<file path="config.mk">
export PLATFORM = sky130hd
export DESIGN_NAME = lz78_apb
export DESIGN_NICKNAME = d
export VERILOG_FILES = /design/src/hdl/lz78_pkg.sv /design/src/hdl/lz78_apb.sv
export SDC_FILE = /design/constraint.sdc
export NUM_CORES = 1
export LEC_CHECK = 0
export BUFFER_PORTS_ARGS = -buffer_cell sky130_fd_sc_hd__buf_2
export CAP_MARGIN = 20
export CORE_ASPECT_RATIO = 1.25
export CORE_MARGIN = 2
export CORE_UTILIZATION = 36
export DETAILED_ROUTE_END_ITERATION = 8
export PLACE_DENSITY_LB_ADDON = 0.1
export SETUP_SLACK_MARGIN = 0.4
export SYNTH_ARGS = -nofsm -noshare
export SYNTH_HDL_FRONTEND = slang
export SYNTH_SLANG_ARGS = --single-unit
</file>
<file path="constraint.sdc">
create_clock -name clk -period 1.7 [get_ports clk]
set_input_delay 0.255 -clock clk [delete_from_list [all_inputs] [get_ports clk]]
set_output_delay 0.255 -clock clk [all_outputs]
set_load 0.02 [all_outputs]
</file>
<file path="src/hdl/lz78_pkg.sv">
`timescale 1ns / 1ps

package lz78_pkg;

    localparam int NODE_W  = 12;
    localparam int SYM_W   = 8;
    localparam int KEY_W   = NODE_W + SYM_W;
    localparam int CFG_AW  = 3;
    localparam int APB_DW  = 32;
    localparam int S_DW    = 8;
    localparam int M_DW    = 40;

    typedef logic [NODE_W-1:0] node_t;
    typedef logic [SYM_W-1:0]  sym_t;

    localparam node_t LIMIT_RST = node_t'(4095);

    // register index, taken from paddr[2]
    localparam logic REG_NODE_LIMIT = 1'b0;

    // one child map slot
    typedef struct packed {
        logic  valid;
        node_t parent;
        sym_t  sym;
        node_t child;
    } entry_t;

    // result transaction, phrase_emitted in the lowest bit
    typedef struct packed {
        node_t node_count;
        node_t current_node;
        logic  dict_full;
        node_t phrase_index;
        logic  phrase_emitted;
    } res_t;

    typedef enum logic [1:0] {
        ST_CLEAR,
        ST_IDLE,
        ST_PROBE
    } state_t;

endpackage

</file>
<file path="src/hdl/lz78_apb.sv">
`timescale 1ns / 1ps

module lz78_apb (
    input  logic                          clk,
    input  logic                          rst_n,
    input  logic                          psel,
    input  logic                          penable,
    input  logic                          pwrite,
    input  logic [lz78_pkg::CFG_AW-1:0]   paddr,
    input  logic [lz78_pkg::APB_DW-1:0]   pwdata,
    output logic [lz78_pkg::APB_DW-1:0]   prdata,
    output logic                          pready,
    output lz78_pkg::node_t               node_limit
);
    import lz78_pkg::*;

    node_t node_limit_reg;
    node_t node_limit_next;
    logic  reg_idx;
    logic  wr_stb;

    assign pready  = 1'b1;
    assign reg_idx = paddr[2];
    assign wr_stb  = psel & penable & pwrite & pready;

    always_comb
    begin
        node_limit_next = node_limit_reg;
        prdata          = '0;
        unique case (reg_idx)
            REG_NODE_LIMIT:
            begin
                prdata = APB_DW'(node_limit_reg);
                if (wr_stb)
                begin
                    node_limit_next = pwdata[NODE_W-1:0];
                end
            end
            default:
            begin
                prdata = '0;
            end
        endcase
    end

    always_ff @(posedge clk or negedge rst_n)
    begin
        if (!rst_n)
        begin
            node_limit_reg <= LIMIT_RST;
        end
        else
        begin
            node_limit_reg <= node_limit_next;
        end
    end

    assign node_limit = node_limit_reg;

endmodule
</file>
==> results.yml, run 1 <==
logic_synthesis:
  synth_seq_cells: 12
  syn-instance-count: 62
  seq_area_frac_synth: 0.4098
  syn_area_sq_um: 769.5
  yosys_warnings: 0
  ys_types: 10
  syn_area_per_cell_sq_um: 12.41
clocking:
  cts_tree: "yes"
  cts_sinks: 12
  clk_pin_slew_ps: 80
  insertion_delay_ps: 270
  cts_root_buf: "clkbuf_4"
  holdBufCountCts: 0
  cts_buffer_depth: 2
  htreeDepth: 1
  cts_buffers: 3
power_and_ir_drop:
  netSwitchingPower_w: 0.0004057
  ir_worst_vdd_mv: 0.5860
  pwr-share-seq: 0.370
  switching_share: 0.3434
  combPwrFrac: 0.436
  powerDensity_nw_per_um2: 1143
  p_int_w: 0.0007756
  p_clk_frac: 0.194
  power.total_w: 0.001181
  p_leak_nw: 0.5762
sta:
  finalHoldViolations: 0
  fin_crit_sh: 0.7977
  setup_viol: 0
  fin_setup_tns_ps: 0
  rsz0062_at_grt: "true"
  finClkSkew_ps: 0
  fmax_mhz: 737.4
  min_period_ps: 1356
  maxSlewViolCount: 0
worst_setup_path:
  rr_worst_depth: 2
  rr_startpoint: "node_limit[7]"
  ff2ff_setup_slack_ps: 890
  worstSetupPathType: "reg2out"
  startpoint: "node_limit[10]"
  worst_setup_path_end_kind: "primary output"
  cp.required_ps: 1440
  cp_max_fo: 3
  worst_r2r_endpoint: "node_limit[7]"
  start_kind: "register"
  critPathArrivalTime_ps: 1100
routing:
  drtIter0Drc: 2
  wl_per_cell_um: 11.44
  avgViaCountPerCell: 4.286
  wl_um: 1442
  drt_pass1_iterations: 2
  postRouteAntennaNets: 0
  route.detailed.drc: 0
  vias: 540
floorplan:
  initial_core_util: 0.3839
  dieWidth_um: 45.35
  rows: 18
  core_sq_um: 2004
  ios: 85
  die_area_sq_um: 2526
  die_y_um: 55.69
layout:
  syn2layout_area_growth_pct: 34.31
  num_antenna_cells: 0
  largest_reg_flops: 12
  final_cell_mix: "buf_2, conb_1, dfstp_2, mux2_4, buf_4"
  drive_gt1_frac: 0.7358
  finalNetCount: 147
  layout_commonest_cell: "buf_2"
placed_design:
  gp_congestion: 0.5805
  dp_hpwl_um: 1047
  io_buffers: 41
worst_hold_path:
  hold_path.class: "in2async"
global_routing:
  grt_usage: 0.1215
  grt_pass1_vias: 502
  grt_max_degree: 14
  grt_overflow_total: 0
  antenna_found_initial: 0
  grt_pass1_wl_um: 2201
run_status:
  status: "completed"
job:
  max-cap-violations: 0
-- per-stage QoR --
stage	instance area (sq um)	instances	utilization	setup WS (ps)	hold slack, ps
after floorplan	840.8	81	-	509.7	107.2
after global placement	898.4	119	0.4482	364.8	401.2
after detailed placement	898.4	119	0.4482	370.0	406.1
after CTS	987.2	125	0.4925	335.9	106.7
after global routing	1033	126	0.5156	301.9	115.5
final	1033	126	0.5156	343.9	92.27
-- final cells by class --
class,count,area (sq um)
Sequential cell,12,315.3
Fill cell,194,970.9
Tap cell,20,25.02
Clock buffer,4,36.28
Multi-Input combinational cell,46,370.4
Timing Repair Buffer,44,286.5
-- critical path, stage by stage (launching register included) --
cell and delay [ps]:
dfstp_2 550, nor2b_1 130, buf_4 150
-- how the worst max path moves through the flow --
stage,to,slack [ps]
after floorplan,prdata[0],510
after global routing,prdata[8],300
final,prdata[10],340
after detailed placement,node_limit[11],370
after global placement,node_limit[5],360
after CTS,prdata[2],340
-- per-layer routing --
| layer | part of all wire | GRT usage | wire (um) |
|---|---|---|---|
| met5 | 0 | 0 | 0 |
| met1 | 0.38 | 0.1411 | 544 |
| met2 | 0.50 | 0.1898 | 728 |
| met3 | 0.094 | 0.02273 | 136 |
| met4 | 0.023 | 0.08824 | 33 |
-- synth_stat cells (all sizes together) --
| cell | n | area [sq um] |
|---|---|---|
| buf | 22 | 168.9 |
| dfstp | 12 | 315.3 |
| mux2 | 12 | 172.7 |
| nor2b | 10 | 62.56 |
| and2b | 2 | 15.01 |
| conb | 2 | 7.510 |
| clkbuf | 1 | 3.750 |
| nand4b | 1 | 23.77 |
-- what timing repair did --
item	in CTS	in global routing
pin swaps	0	0
setup endpoints to repair	12	13
buffers inserted	2	1
gates resized for setup	14	11
-- kinds of logic (layout without fill, tap and decap cells) --
logic type / Yosys count / after routing / synth area share
buf+inv: 23 / 48 / 0.2244
simple gates: 13 / 13 / 0.1317
mux: 12 / 12 / 0.2244
flops: 12 / 12 / 0.4098
other cells: 2 / 21 / 0.009760
-- power groups by stage --
| stage | Sequential (W) | Combinational (W) | Clock (W) |
|---|---|---|---|
| 3_3_place_gp | 0.000439 | 0.000436 | 0 |
| 4_1_cts | 0.000437 | 0.000484 | 0.000242 |
| 6_report | 0.000437 | 0.000515 | 0.000229 |
| 3_5_place_dp | 0.000442 | 0.000437 | 0 |
| 2_1_floorplan | 0.000523 | 0.000258 | 0 |
| 5_1_grt | 0.000448 | 0.000548 | 0.000257 |
Power figures use the tool's default switching activity.
==> run 2, diff against run 1 <==
--- a/config.mk
+++ b/config.mk
@@ -9,7 +9,7 @@
 export CAP_MARGIN = 20
 export CORE_ASPECT_RATIO = 1.25
 export CORE_MARGIN = 2
-export CORE_UTILIZATION = 36
+export CORE_UTILIZATION = 33
 export DETAILED_ROUTE_END_ITERATION = 8
 export PLACE_DENSITY_LB_ADDON = 0.1
 export SETUP_SLACK_MARGIN = 0.4
==> constraint.sdc (replaced) <==
create_clock -name clk -period 1.4 [get_ports clk]
set_input_delay 0.21 -clock clk [delete_from_list [all_inputs] [get_ports clk]]
set_output_delay 0.21 -clock clk [all_outputs]
set_load 0.02 [all_outputs]
==> results.yml, run 2 (synthesized netlist as in run 1, its figures left out) <==
sta:
  fin_crit_sh: 0.9220
  finClkSkew_ps: 0
  min_period_ps: 1291
  setup_viol: 0
  finalHoldViolations: 0
  finalWorstSetupSlack_ps: 109.2
  rsz0062_at_grt: "true"
  timing.hold.ws_ps: 44.91
  fmax_mhz: 774.7
  maxSlewViolCount: 0
  fin_setup_tns_ps: 0
layout:
  syn2layout_area_growth_pct: 60.16
  layout_commonest_cell: "buf_6"
  stdcell_area_sq_um: 1232
  finalNetCount: 152
  largest_reg_flops: 12
  num_antenna_cells: 0
  drive_gt1_frac: 0.8108
  final_cell_mix: "buf_6, conb_1, buf_2, dfstp_2"
  n_fill_cell: 201
worst_setup_path:
  cp_max_fo: 3
  worstPathCellList: "nor2b_4 > buf_6"
  slowest_stage: "dfstp_2"
  worst_setup_path_end_kind: "primary output"
  crit_family: "flip-flops"
  cp_num_cells: 2
  critPathArrivalTime_ps: 1080
  cp_num_buf_inv: 1
  rr_worst_depth: 3
  worstSetupPathType: "reg2out"
  slowest_delay_ps: 560
  cp.required_ps: 1190
  start_kind: "register"
clocking:
  insertion_delay_ps: 260
  clk_pin_slew_ps: 80
  cts_root_buf: "clkbuf_4"
  cts_buffers: 3
  cts_sinks: 12
  cts_tree: "yes"
  holdBufCountCts: 0
  cts_buffer_depth: 2
  htreeDepth: 1
floorplan:
  die_y_um: 57.99
  dieWidth_um: 47.19
  die_area_sq_um: 2737
  ios: 85
  initial_core_util: 0.3480
  core_sq_um: 2211
  rows: 19
placed_design:
  place_area_sq_um: 1005
  gp_congestion: 0.6092
  dp_hpwl_um: 1091
  io_buffers: 41
  place_ws_ps: 227.2
routing:
  avgViaCountPerCell: 3.852
  drtIter0Drc: 5
  vias: 547
  route.detailed.drc: 0
  postRouteAntennaNets: 0
  drt_pass1_iterations: 2
  wl_um: 1471
  wl_per_cell_um: 10.36
run_status:
  status: "completed"
global_routing:
  grt_overflow_total: 0
  antenna_found_initial: 0
  grt_usage: 0.1155
  grt_pass1_wl_um: 2208
  grt_pass1_vias: 482
  grt_max_degree: 13
power_and_ir_drop:
  ir_worst_vdd_mv: 0.7756
  power.total_w: 0.001620
  p_leak_nw: 0.6610
  powerDensity_nw_per_um2: 1315
job:
  max-cap-violations: 0
worst_hold_path:
  hold_path.class: "in2async"
## run 2: changes by cell type in the layout (fill, tap and decap cells not counted), sizes merged
cell	before	now
buf	44	49
## run 2: report_power, final
group | switching (W) | leakage [nW] | total (W) | internal (W)
Clock | 0.000111 | 0.0210 | 0.000269 | 0.000158
Sequential | 0.0000665 | 0.126 | 0.000548 | 0.000482
Combinational | 0.000342 | 0.514 | 0.000803 | 0.000461
## run 2: worst paths after layout
path                               start            end  slack, ps
setup reg to reg           node_limit[1]  node_limit[1]        480
min in group clk               pwdata[9]  node_limit[9]        170
hold / removal                     rst_n  node_limit[9]         40
hold reg to reg            node_limit[9]  node_limit[9]        630
setup / recovery           node_limit[4]      prdata[4]        110
max in group asynchronous          rst_n  node_limit[6]       1330
## run 2: per-stage QoR
stage | instances | util
finish | 142 | 0.5574
global route | 142 | 0.5574
global placement | 132 | 0.4544
floorplan | 81 | -
detailed placement | 132 | 0.4544
CTS | 138 | 0.5286
## run 2: per-layer routing
metal | global-route usage | vias to the layer above | wire length (um)
li1 | - | 253 | -
met1 | 0.1381 | 257 | 577
met2 | 0.1761 | 35 | 741
met3 | 0.03427 | 2 | 136
met4 | 0.07143 | 0 | 16
met5 | 0 | - | 0
## run 2: cell type report
type                       instances  area (sq um)  share of cell area
multi-input combinational         46         430.4              0.3492
tap                               31         38.79             0.03147
timing repair buffer              49         411.6              0.3340
clock buffer                       4         36.28             0.02944
sequential                        12         315.3              0.2558
## run 2: what timing repair did
| item | 4_1_cts | 5_1_grt |
|---|---|---|
| setup endpoints to repair | 24 | 24 |
| gates resized for setup | 37 | 10 |
| setup buffers | 2 | 4 |
| endpoints found under the hold margin | 0 | 0 |
